$ cat src/hw/rtl/sns_pkg.sv
// ----------------------------------------------------------------------------
// Spiking neuron step package
// Shared types and constants: configuration bundle, model codes, register
// indexes and fixed field widths.
// ----------------------------------------------------------------------------
package sns_pkg;

  localparam int CFG_IDX_W  = 3;
  localparam int CFG_DATA_W = 16;
  localparam int WEIGHT_W   = 16;
  localparam int CYCLE_W    = 32;
  localparam int THR_W      = 15;
  localparam int LEAK_W     = 16;
  localparam int AXON_W     = 5;
  localparam int REFR_W     = 8;
  localparam int COUNT_W    = 16;

  typedef enum logic [2:0] {
    MODEL_STD    = 3'd0,
    MODEL_LIF    = 3'd1,
    MODEL_ALWAYS = 3'd2,
    MODEL_BURST  = 3'd3,
    MODEL_COLOR  = 3'd4,
    MODEL_FLOAT  = 3'd5
  } model_e;

  localparam logic [CFG_IDX_W-1:0] REG_MODEL     = 3'd0;
  localparam logic [CFG_IDX_W-1:0] REG_THRESHOLD = 3'd1;
  localparam logic [CFG_IDX_W-1:0] REG_LEAK      = 3'd2;
  localparam logic [CFG_IDX_W-1:0] REG_AXON      = 3'd3;
  localparam logic [CFG_IDX_W-1:0] REG_REFR      = 3'd4;

  // Leak of exactly -1.0 in Q4.12 turns the neuron off while it holds no charge
  localparam logic signed [LEAK_W-1:0] LEAK_OFF = 16'shF000;
  localparam logic signed [17-1:0]     Q_ONE    = 17'sd4096;
  localparam logic [COUNT_W-1:0]       COUNT_MIN = 16'h8000;

  localparam logic [THR_W-1:0]  THR_RST  = 15'd4096;
  localparam logic [LEAK_W-1:0] LEAK_RST = 16'd410;

  typedef struct packed {
    logic [2:0]               model;
    logic [THR_W-1:0]         threshold;
    logic signed [LEAK_W-1:0] leak;
    logic [AXON_W-1:0]        axon;
    logic [REFR_W-1:0]        refr;
  } cfg_t;

endpackage

$ cat src/hw/rtl/sns_if.sv
// ----------------------------------------------------------------------------
// Spiking neuron step channels
// Valid/ready channels for input items, result items and register writes.
// ----------------------------------------------------------------------------
interface sns_in_if;
  logic        valid;
  logic        ready;
  logic        kind;
  logic [15:0] weight;
  logic [31:0] cycle;

  modport source (output valid, kind, weight, cycle, input ready);
  modport sink   (input valid, kind, weight, cycle, output ready);
endinterface

interface sns_out_if #(
  parameter int CHARGE_WIDTH = 16
);
  logic                    valid;
  logic                    ready;
  logic                    fired;
  logic                    active;
  logic [CHARGE_WIDTH-1:0] charge;
  logic [CHARGE_WIDTH-1:0] previous_charge;

  modport source (output valid, fired, active, charge, previous_charge, input ready);
  modport sink   (input valid, fired, active, charge, previous_charge, output ready);
endinterface

interface sns_cfg_if;
  logic        valid;
  logic        ready;
  logic [2:0]  index;
  logic [15:0] data;

  modport source (output valid, index, data, input ready);
  modport sink   (input valid, index, data, output ready);
endinterface

$ cat src/hw/rtl/sns_cfg_regs.sv
// ----------------------------------------------------------------------------
// Spiking neuron configuration registers
// Holds model, threshold, leak, axon delay and refractory delay; flags a
// write of the standard model so the counters get cleared.
// ----------------------------------------------------------------------------
module sns_cfg_regs (
  input  logic                          clk_i,
  input  logic                          rst_ni,
  input  logic                          wr_i,
  input  logic [sns_pkg::CFG_IDX_W-1:0]  idx_i,
  input  logic [sns_pkg::CFG_DATA_W-1:0] data_i,
  output sns_pkg::cfg_t                 cfg_o,
  output logic                          clr_o
);
  import sns_pkg::*;

  cfg_t cfg_q, cfg_d;

  always_comb begin
    cfg_d = cfg_q;
    if (wr_i) begin
      case (idx_i)
        REG_MODEL:     cfg_d.model     = data_i[2:0];
        REG_THRESHOLD: cfg_d.threshold = data_i[THR_W-1:0];
        REG_LEAK:      cfg_d.leak      = $signed(data_i[LEAK_W-1:0]);
        REG_AXON:      cfg_d.axon      = data_i[AXON_W-1:0];
        REG_REFR:      cfg_d.refr      = data_i[REFR_W-1:0];
        default:       cfg_d           = cfg_q;
      endcase
    end
  end

  always_ff @(posedge clk_i or negedge rst_ni) begin
    if (!rst_ni) begin
      cfg_q.model     <= MODEL_STD;
      cfg_q.threshold <= THR_RST;
      cfg_q.leak      <= LEAK_RST;
      cfg_q.axon      <= '0;
      cfg_q.refr      <= '0;
    end else begin
      cfg_q <= cfg_d;
    end
  end

  assign cfg_o = cfg_q;
  assign clr_o = wr_i && (idx_i == REG_MODEL) && (data_i[2:0] == MODEL_STD);

endmodule

$ cat src/hw/rtl/sns_eval.sv
// ----------------------------------------------------------------------------
// Spiking neuron evaluation
// Next state and result for one item: charge add with saturation, or one
// firing step of the configured model.
// ----------------------------------------------------------------------------
module sns_eval #(
  parameter int CHARGE_WIDTH = 16,
  parameter int DELAY_BITS   = 32
) (
  input  sns_pkg::cfg_t                         cfg_i,
  input  logic                                  kind_i,
  input  logic signed [sns_pkg::WEIGHT_W-1:0]   weight_i,
  input  logic [sns_pkg::CYCLE_W-1:0]           cycle_i,
  input  logic signed [CHARGE_WIDTH-1:0]        cn_i,
  input  logic signed [CHARGE_WIDTH-1:0]        cs_i,
  input  logic signed [sns_pkg::COUNT_W-1:0]    ic_i,
  input  logic signed [DELAY_BITS:0]            ds_i,
  input  logic [sns_pkg::CYCLE_W-1:0]           fa_i,
  output logic signed [CHARGE_WIDTH-1:0]        cn_o,
  output logic signed [CHARGE_WIDTH-1:0]        cs_o,
  output logic signed [sns_pkg::COUNT_W-1:0]    ic_o,
  output logic signed [DELAY_BITS:0]            ds_o,
  output logic [sns_pkg::CYCLE_W-1:0]           fa_o,
  output logic                                  fired_o,
  output logic                                  active_o
);
  import sns_pkg::*;

  localparam int CW = CHARGE_WIDTH;
  localparam int DW = DELAY_BITS + 1;
  localparam int SW = CHARGE_WIDTH + 17;

  localparam logic signed [SW-1:0] CMAX_S = {{(SW-CW+1){1'b0}}, {(CW-1){1'b1}}};
  localparam logic signed [SW-1:0] CMIN_S = {{(SW-CW+1){1'b1}}, {(CW-1){1'b0}}};

  function automatic logic signed [CW-1:0] sat(input logic signed [SW-1:0] x);
    logic signed [CW-1:0] r;
    if (x > CMAX_S) begin
      r = CMAX_S[CW-1:0];
    end else if (x < CMIN_S) begin
      r = CMIN_S[CW-1:0];
    end else begin
      r = x[CW-1:0];
    end
    return r;
  endfunction

  function automatic logic signed [SW-1:0] ext(input logic signed [CW-1:0] x);
    return {{(SW-CW){x[CW-1]}}, x};
  endfunction

  logic signed [SW-1:0]      thr_s;
  logic signed [SW-1:0]      w_s;
  logic signed [COUNT_W-1:0] leak_int;
  logic signed [COUNT_W-1:0] leak_int_min1;
  logic signed [16:0]        factor;
  logic signed [SW-1:0]      prod;
  logic signed [SW-1:0]      rnd;
  logic [CYCLE_W:0]          refr_end;
  logic                      refr_hit;
  logic                      axon_fits;

  logic signed [CW-1:0]      cn;
  logic signed [CW-1:0]      cs;
  logic signed [COUNT_W-1:0] ic;
  logic signed [DW-1:0]      ds;
  logic [CYCLE_W-1:0]        fa;
  logic                      fired;
  logic                      active;
  logic                      done;

  assign thr_s = $signed({{(SW-THR_W){1'b0}}, cfg_i.threshold});
  assign w_s   = {{(SW-WEIGHT_W){weight_i[WEIGHT_W-1]}}, weight_i};

  // Integer part of the leak, truncated toward zero
  assign leak_int = {{(COUNT_W-4){cfg_i.leak[15]}}, cfg_i.leak[15:12]}
                  + COUNT_W'(cfg_i.leak[15] && (cfg_i.leak[11:0] != '0));
  assign leak_int_min1 = (leak_int < 16'sd1) ? 16'sd1 : leak_int;

  assign factor   = Q_ONE - {cfg_i.leak[15], cfg_i.leak};
  assign refr_end = {1'b0, fa_i} + {{(CYCLE_W+1-REFR_W){1'b0}}, cfg_i.refr};
  assign refr_hit = {1'b0, cycle_i} < refr_end;
  assign axon_fits = int'(cfg_i.axon) < DELAY_BITS;

  // Leak multiply sees the charge after the refractory zero and the clamp
  always_comb begin
    logic signed [CW-1:0] c;
    c = cn_i;
    if (refr_hit) begin
      c = '0;
    end
    if (cfg_i.model != MODEL_FLOAT && c[CW-1]) begin
      c = '0;
    end
    prod = ext(c) * {{(SW-17){factor[16]}}, factor};
    rnd  = (prod + SW'(2048)) >>> 12;
  end

  always_comb begin
    cn     = cn_i;
    cs     = cs_i;
    ic     = ic_i;
    ds     = ds_i;
    fa     = fa_i;
    fired  = 1'b0;
    active = 1'b0;
    done   = 1'b0;
    if (!kind_i) begin
      cn     = sat(ext(cn_i) + w_s);
      active = ext(cn) >= thr_s;
    end else begin
      if (cfg_i.leak == LEAK_OFF && cn == '0) begin
        cs   = cn;
        done = 1'b1;
      end
      if (!done && cfg_i.model == MODEL_COLOR) begin
        active = 1'b1;
        fired  = 1'b1;
        done   = 1'b1;
      end
      if (!done) begin
        if (cfg_i.model == MODEL_ALWAYS) begin
          if (!cfg_i.leak[15]) begin
            if (ic != COUNT_MIN) begin
              ic = ic - 16'sd1;
            end
            if (ic[COUNT_W-1] || ic == '0) begin
              cn = sat(ext(cn) + thr_s);
            end
          end
          active = 1'b1;
        end
        if (cfg_i.model == MODEL_BURST) begin
          if (cn[CW-1]) begin
            ds = '0;
          end
          if (!ds[DW-1] && ds != '0) begin
            if (ic != COUNT_MIN) begin
              ic = ic - 16'sd1;
            end
            if (ic[COUNT_W-1] || ic == '0) begin
              ds = ds - DW'(1);
              cn = sat(ext(cn) + thr_s);
              if (!ds[DW-1] && ds != '0) begin
                ic = leak_int;
              end
            end
            active = 1'b1;
          end else if (ds == '0) begin
            ds = '1;
          end
        end
        if (refr_hit) begin
          cn     = '0;
          active = 1'b1;
        end
        if (cfg_i.model != MODEL_FLOAT && cn[CW-1]) begin
          cn = '0;
        end
        if (cn != cs) begin
          cs     = cn;
          active = 1'b1;
        end
        // Advance the axon delay line; its low bit is a delayed spike
        if (cfg_i.model == MODEL_LIF && ds != '0) begin
          ds     = ds >>> 1;
          active = 1'b1;
          if (ds[0]) begin
            fired = 1'b1;
            done  = 1'b1;
          end
        end
      end
      if (!done) begin
        if (ext(cn) >= thr_s) begin
          if (cfg_i.model == MODEL_LIF && cfg_i.axon != '0) begin
            if (axon_fits) begin
              ds = ds | (DW'(1) << cfg_i.axon);
            end
            fa     = cycle_i;
            cn     = '0;
            active = 1'b1;
          end else begin
            if (cfg_i.model == MODEL_BURST && ds[DW-1]) begin
              ic = leak_int_min1;
              ds = DW'(cfg_i.axon) - DW'(1);
            end
            if (cfg_i.model == MODEL_ALWAYS) begin
              ic = {{(COUNT_W-AXON_W){1'b0}}, cfg_i.axon};
            end
            if (cfg_i.model != MODEL_FLOAT) begin
              cn = '0;
            end
            fa    = cycle_i;
            fired = 1'b1;
          end
        end else if (cfg_i.model == MODEL_LIF) begin
          cn     = sat(rnd);
          active = 1'b1;
        end
      end
    end
  end

  assign cn_o     = cn;
  assign cs_o     = cs;
  assign ic_o     = ic;
  assign ds_o     = ds;
  assign fa_o     = fa;
  assign fired_o  = fired;
  assign active_o = active;

endmodule

$ cat src/hw/rtl/spiking_neuron_step_top.sv
// ----------------------------------------------------------------------------
// Spiking neuron step
// One leaky integrate-and-fire neuron with always, burst, color and float
// value models, driven by add-charge and step items.
// ----------------------------------------------------------------------------
// Usage:
//   in_i carries items: kind 0 adds weight to the charge, kind 1 runs one
//   firing step at the given cycle number. out_o returns exactly one result
//   per item: fired, active, and charge and previous charge in Q4.12.
//   cfg_i writes a register by index (0 model, 1 threshold, 2 leak, 3 axon
//   delay, 4 refractory delay); it is always ready. Write only while no item
//   is in flight. Writing the standard model clears the burst and interval
//   counters.
//   An accepted item is held in the input register, and its result in the
//   result register until out_o takes it. Throughput is one item per cycle
//   while out_o does not stall: the input register feeds the evaluation
//   logic, which updates the neuron state and loads the result register.
//   When out_o stalls, the result register holds, the input register holds
//   one more item, and in_i.ready drops until the result is taken.
//   Reset clears the charge, counters and delay line and loads the register
//   defaults (threshold 1.0, leak 0.1).
// ----------------------------------------------------------------------------
module spiking_neuron_step_top #(
  parameter int CHARGE_WIDTH = 16,
  parameter int DELAY_BITS   = 32
) (
  input  logic       clk_i,
  input  logic       rst_ni,
  sns_in_if.sink     in_i,
  sns_out_if.source  out_o,
  sns_cfg_if.sink    cfg_i
);
  import sns_pkg::*;

  localparam int CW = CHARGE_WIDTH;
  localparam int DW = DELAY_BITS + 1;

  cfg_t cfg;
  logic clr;

  // Input register
  logic                       s1_valid_q, s1_valid_d;
  logic                       s1_kind_q;
  logic signed [WEIGHT_W-1:0] s1_weight_q;
  logic [CYCLE_W-1:0]         s1_cycle_q;

  // Neuron state
  logic signed [CW-1:0]      cn_q, cn_d;
  logic signed [CW-1:0]      cs_q, cs_d;
  logic signed [COUNT_W-1:0] ic_q, ic_d;
  logic signed [DW-1:0]      ds_q, ds_d;
  logic [CYCLE_W-1:0]        fa_q, fa_d;

  // Result register
  logic                 out_valid_q, out_valid_d;
  logic                 fired_q, fired_d;
  logic                 active_q, active_d;
  logic signed [CW-1:0] charge_q;
  logic signed [CW-1:0] prev_q;

  logic in_acc;
  logic advance;

  assign cfg_i.ready = 1'b1;

  sns_cfg_regs u_cfg (
    .clk_i  (clk_i),
    .rst_ni (rst_ni),
    .wr_i   (cfg_i.valid),
    .idx_i  (cfg_i.index),
    .data_i (cfg_i.data),
    .cfg_o  (cfg),
    .clr_o  (clr)
  );

  sns_eval #(
    .CHARGE_WIDTH (CHARGE_WIDTH),
    .DELAY_BITS   (DELAY_BITS)
  ) u_eval (
    .cfg_i    (cfg),
    .kind_i   (s1_kind_q),
    .weight_i (s1_weight_q),
    .cycle_i  (s1_cycle_q),
    .cn_i     (cn_q),
    .cs_i     (cs_q),
    .ic_i     (ic_q),
    .ds_i     (ds_q),
    .fa_i     (fa_q),
    .cn_o     (cn_d),
    .cs_o     (cs_d),
    .ic_o     (ic_d),
    .ds_o     (ds_d),
    .fa_o     (fa_d),
    .fired_o  (fired_d),
    .active_o (active_d)
  );

  assign advance    = s1_valid_q && (!out_valid_q || out_o.ready);
  assign in_i.ready = !s1_valid_q || advance;
  assign in_acc     = in_i.valid && in_i.ready;

  always_comb begin
    s1_valid_d = s1_valid_q;
    if (in_acc) begin
      s1_valid_d = 1'b1;
    end else if (advance) begin
      s1_valid_d = 1'b0;
    end
    out_valid_d = out_valid_q;
    if (advance) begin
      out_valid_d = 1'b1;
    end else if (out_o.ready) begin
      out_valid_d = 1'b0;
    end
  end

  always_ff @(posedge clk_i or negedge rst_ni) begin
    if (!rst_ni) begin
      s1_valid_q  <= 1'b0;
      out_valid_q <= 1'b0;
      cn_q        <= '0;
      cs_q        <= '0;
      ic_q        <= '0;
      ds_q        <= '0;
      fa_q        <= '0;
    end else begin
      s1_valid_q  <= s1_valid_d;
      out_valid_q <= out_valid_d;
      if (clr) begin
        ic_q <= '0;
        ds_q <= '0;
      end else if (advance) begin
        cn_q <= cn_d;
        cs_q <= cs_d;
        ic_q <= ic_d;
        ds_q <= ds_d;
        fa_q <= fa_d;
      end
    end
  end

  // Payload registers: load on accept / advance, hold otherwise
  always_ff @(posedge clk_i) begin
    if (in_acc) begin
      s1_kind_q   <= in_i.kind;
      s1_weight_q <= in_i.weight;
      s1_cycle_q  <= in_i.cycle;
    end
    if (advance) begin
      fired_q  <= fired_d;
      active_q <= active_d;
      charge_q <= cn_d;
      prev_q   <= cs_d;
    end
  end

  assign out_o.valid           = out_valid_q;
  assign out_o.fired           = fired_q;
  assign out_o.active          = active_q;
  assign out_o.charge          = charge_q;
  assign out_o.previous_charge = prev_q;

endmodule
$ cat src/flat_wrapper.sv
// flat-port wrapper written by rule: the top's interface ports become plain ports
module spiking_neuron_step_top_flat import sns_pkg::*;
#(
  parameter int CHARGE_WIDTH = 16,
  parameter int DELAY_BITS   = 32
)
  (clk_i, rst_ni, in_i_valid, in_i_kind, in_i_weight, in_i_cycle, in_i_ready, out_o_valid, out_o_fired, out_o_active, out_o_charge, out_o_previous_charge, out_o_ready, cfg_i_valid, cfg_i_index, cfg_i_data, cfg_i_ready);
  sns_in_if in_i_i ();
  sns_out_if #(.CHARGE_WIDTH(CHARGE_WIDTH)) out_o_i ();
  sns_cfg_if cfg_i_i ();
  input  logic clk_i;
  input  logic rst_ni;
  input wire logic [$bits(in_i_i.valid)-1:0] in_i_valid;
  input wire logic [$bits(in_i_i.kind)-1:0] in_i_kind;
  input wire logic [$bits(in_i_i.weight)-1:0] in_i_weight;
  input wire logic [$bits(in_i_i.cycle)-1:0] in_i_cycle;
  output wire logic [$bits(in_i_i.ready)-1:0] in_i_ready;
  output wire logic [$bits(out_o_i.valid)-1:0] out_o_valid;
  output wire logic [$bits(out_o_i.fired)-1:0] out_o_fired;
  output wire logic [$bits(out_o_i.active)-1:0] out_o_active;
  output wire logic [$bits(out_o_i.charge)-1:0] out_o_charge;
  output wire logic [$bits(out_o_i.previous_charge)-1:0] out_o_previous_charge;
  input wire logic [$bits(out_o_i.ready)-1:0] out_o_ready;
  input wire logic [$bits(cfg_i_i.valid)-1:0] cfg_i_valid;
  input wire logic [$bits(cfg_i_i.index)-1:0] cfg_i_index;
  input wire logic [$bits(cfg_i_i.data)-1:0] cfg_i_data;
  output wire logic [$bits(cfg_i_i.ready)-1:0] cfg_i_ready;
  assign in_i_i.valid = in_i_valid;
  assign in_i_i.kind = in_i_kind;
  assign in_i_i.weight = in_i_weight;
  assign in_i_i.cycle = in_i_cycle;
  assign in_i_ready = in_i_i.ready;
  assign out_o_valid = out_o_i.valid;
  assign out_o_fired = out_o_i.fired;
  assign out_o_active = out_o_i.active;
  assign out_o_charge = out_o_i.charge;
  assign out_o_previous_charge = out_o_i.previous_charge;
  assign out_o_i.ready = out_o_ready;
  assign cfg_i_i.valid = cfg_i_valid;
  assign cfg_i_i.index = cfg_i_index;
  assign cfg_i_i.data = cfg_i_data;
  assign cfg_i_ready = cfg_i_i.ready;
  spiking_neuron_step_top #(.CHARGE_WIDTH(CHARGE_WIDTH), .DELAY_BITS(DELAY_BITS)) u_core (.clk_i(clk_i), .rst_ni(rst_ni), .in_i(in_i_i), .out_o(out_o_i), .cfg_i(cfg_i_i));
endmodule
$ cat config.mk
export PLATFORM = sky130hd
export DESIGN_NAME = spiking_neuron_step_top_flat
export DESIGN_NICKNAME = d
export VERILOG_FILES = /design/src/hw/rtl/sns_pkg.sv /design/src/hw/rtl/sns_if.sv /design/src/hw/rtl/sns_cfg_regs.sv /design/src/hw/rtl/sns_eval.sv /design/src/hw/rtl/spiking_neuron_step_top.sv /design/src/flat_wrapper.sv
export SDC_FILE = /design/constraint.sdc
export NUM_CORES = 2
export LEC_CHECK = 0
export BUFFER_PORTS_ARGS = -buffer_cell sky130_fd_sc_hd__buf_2
export CORE_MARGIN = 3
export CORE_UTILIZATION = 31
export CTS_CLUSTER_DIAMETER = 50
export DETAILED_ROUTE_END_ITERATION = 10
export PLACE_DENSITY = 0.44
export SYNTH_ARGS = -nofsm -noshare
export SYNTH_HDL_FRONTEND = slang
export SYNTH_SLANG_ARGS = --single-unit
$ cat constraint.sdc
create_clock -name clk_i -period 15.15 [get_ports clk_i]
set_input_delay 3.03 -clock clk_i [delete_from_list [all_inputs] [get_ports clk_i]]
set_output_delay 3.03 -clock clk_i [all_outputs]
set_load 0.02 [all_outputs]
==> impl_results.md <==
- Worst EP arrival: 14.56 ns
- FMAX: 0.07099 GHz
- CTS tree: built
- WP data required: 15.63 ns
- Post-route DRC: 0
- Clk pin slew, worst setup/hold paths: 0.06 ns
- Post-CTS Setup Inserts: 0
- Detailed Route Iter0 Violations: 2631
- Met3 Usage GRT: 3.041%
- Top delay family on crit path: compound AO/OA/AOI/OAI gates
- GRT met1 Usage: 34.72%
- Design area: 34080 µm²
- Row count: 114
- Met2 usage: 34.89%
- Port Buffer Count: 108
- Unique masters post-synth: 100
- Crit path kind: flip-flop to flip-flop
- I/O pin count: 110
- Worst Reg2Reg Path Length in Cells: 48
- P&R area growth vs syn: 11.39%
- Crit path top cell by count: fa_1
- Starting Density: 31.45%
- Unrepaired setup endpoints after global routing: false
- Fin crit share: 92.98%
- Filler cells: 10217
- Clock sinks: 245
- CP Max Fanout: 16
- CTS Buf Count: 42
- Final wirelength: 118.6 mm
- Root buf cell: clkbuf_16
- Crit. End Element: flip-flop
- Largest net degree at the start of global routing: 64
- CTS Buffer Depth: 3
- Cells after synthesis: 3618
- Worst Hold Path EP: u_core.out_o.valid$_DFFE_PN0P_
- Final setup violation count: 0
- Reg-to-Reg End: u_core.cn_q[7]$_DFFE_PN0P_
- H-tree levels: 2
- Final Hold Viols: 0
- Status: complete, no violations
- Per-cell routed wire length: 23.86 µm
- Post-synthesis sequential area ratio: 21.42%
- Dpl hpwl: 90.95 mm
- HP Start: u_core.s1_valid_q$_DFFE_PN0P_
- Cts hold-fix bufs: 0
- WHS Path Cells: 1
- Syn avg cell area: 8.455 µm²
- Busiest grt layer: met2
- Mapped Nets: 4179
- FFs w/ async S/R, synth: 66.12%
- FF+latch count, synth: 245
- Nets: 4225
- Slowest cell delay on critical path: 0.80 ns
- Routed vias/inst: 5.498
- Post-route minimum period: 14.09 ns
- DRT Pass-1 Iters: 6
- Initial antenna violation count: 3
- Placed insts: 4896
- Total vias in the final route: 27336
- Hold Path Class: flip-flop to flip-flop
- Final Skew: 0.04204 ns
- Slew @ Worst Pin: 1.213 ns
- Top_reg_cell synth: dfrtp_1
- Die height: 320.1 µm
- First-pass GRT wire length: 178.6 mm
- Final Slew Violations: 0
- Gr ovfl total: 0
- Fin Setup TNS: 0 ns
- Cell Count, Final, Fillers Out: 4972
- Total GRT Usage: 22.90%
- Critical Path Start Type: flip-flop
- Vias in the first global route: 26799
- CP max stage cell: a2111oi_0
- Share of post-route cells with drive strength above 1: 10.91%
- Yosys warns: 0
- Latest clock arrival within the worst-skew pair: 0.60 ns
- DIE WIDTH: 320.1 µm
- R2R setup slack: 1.06 ns
- CTS resizes: 0
- Die Area: 102500 µm²
- Max Cap Viol: 0
- Final RePlAce weighted congestion: 0.8971
- Mapped cell area: 30590 µm²
- Post-DRT Antenna Nets: 0
- Number of synthesized flops with an enable pin: 83
- Area after DPL: 32700 µm²
- Core area: 97280 µm²
- CP bufs+invs: 5
- Reg-to-Reg Start: u_core.fa_q[1]$_DFFE_PN0P_
- Max_slew headroom: 18.57%
[final cells by class]
class	instances	area (µm²)	area share, %
clock inverters	24	267.8	0.7858
flip-flops and latches	245	6554	19.23
diodes	1	2.502	0.007343
multi-input cells	2752	21770	63.90
inverters	434	1629	4.781
repair buffers	189	1157	3.396
clock buffers	51	1095	3.213
well taps	1276	1597	4.685
[cell families (layout without fill, tap and decap cells)]
| group | Yosys count | after routing | share of synthesized area (%) |
|---|---|---|---|
| and+or+nand+nor | 1173 | 1173 | 17.97 |
| AOI/OAI and AO/OA | 847 | 847 | 18.29 |
| buffers and inverters | 621 | 698 | 7.836 |
| adders and majority gates | 488 | 488 | 26.83 |
| DFF | 245 | 245 | 21.42 |
| xor gates and xnor gates | 152 | 152 | 4.352 |
| muxes | 91 | 91 | 3.280 |
| other | 1 | 2 | 0.01226 |
[per-layer routing]
layer | wire length [µm] | vias up
li1 | - | 12609
met4 | 2173 | 0
met2 | 51540 | 963
met5 | 0 | -
met1 | 57200 | 13630
met3 | 7727 | 134
[cells in the final DEF (no fill, tap or decap), types with 56 or more instances in the layout]
cell and count:
buf_2 107, nand2_1 380, inv_1 434, fa_1 280, xnor2_1 94, mux2_2 74
ha_1 208, buf_4 81, nor2_1 346, dfrtp_1 156, o21ai_0 182, edfxtp_1 83
nand3_1 81, a21oi_1 195, nor3_1 56, a21o_1 73
[worst max-delay path by stage]
stage / slack (ns) / to / from / depth (start not counted)
final: 1.06 / u_core.cn_q[7]$_DFFE_PN0P_ / u_core.fa_q[1]$_DFFE_PN0P_ / 48
after global routing: 0.20 / u_core.cn_q[7]$_DFFE_PN0P_ / u_core.fa_q[0]$_DFFE_PN0P_ / 43
after CTS: 0.48 / u_core.cn_q[7]$_DFFE_PN0P_ / u_core.fa_q[1]$_DFFE_PN0P_ / 48
after detailed placement: 0.53 / u_core.cn_q[7]$_DFFE_PN0P_ / u_core.fa_q[1]$_DFFE_PN0P_ / 48
after global placement: 0.90 / u_core.cn_q[7]$_DFFE_PN0P_ / u_core.fa_q[1]$_DFFE_PN0P_ / 48
after floorplan: 3.46 / u_core.cn_q[7]$_DFFE_PN0P_ / u_core.fa_q[1]$_DFFE_PN0P_ / 52
[stage by stage]
stage	setup WS (ns)	hold WS [ns]	utilization, %
global placement	0.9047	0.4784	33.61
finish	1.063	0.4948	35.03
CTS	0.4803	0.5028	35.01
floorplan	3.456	0.4504	-
detailed placement	0.5269	0.4988	33.61
global route	0.1975	0.5227	35.03
[synthesized netlist by cell type, types with 55 or more instances]
library cell	n	share of area (%)
a21o_1	73	1.8
a21oi_1	198	3.2
clkbuf_1	150	1.8
dfrtp_1	156	13
edfxtp_1	83	8.1
fa_1	280	18
ha_1	208	8.5
inv_1	434	5.3
mux2_2	74	2.7
nand2_1	380	4.7
nand3_1	81	1.3
nor2_1	352	4.3
nor3_1	56	0.92
o21ai_0	182	3.0
xnor2_1	97	2.8
xor2_1	55	1.6
[flip-flops by register name, summed over array words and instances (netlist names)]
signal	flops
u_core.u_cfg.cfg_o	47
u_core.ds_q	33
u_core.fa_q	32
u_core.s1_cycle_q	32
u_core.cn_q	16
u_core.cs_q	16
u_core.ic_q	16
u_core.out_o.charge	16
u_core.out_o.previous_charge	16
u_core.s1_weight_q	16
u_core.out_o.active	1
u_core.out_o.fired	1
u_core.out_o.valid	1
u_core.s1_kind_q	1
u_core.s1_valid_q	1
Power is left out: the tool's default activity adds up to more than one toggle a clock period on the data nets, which glitch-free logic cannot reach.
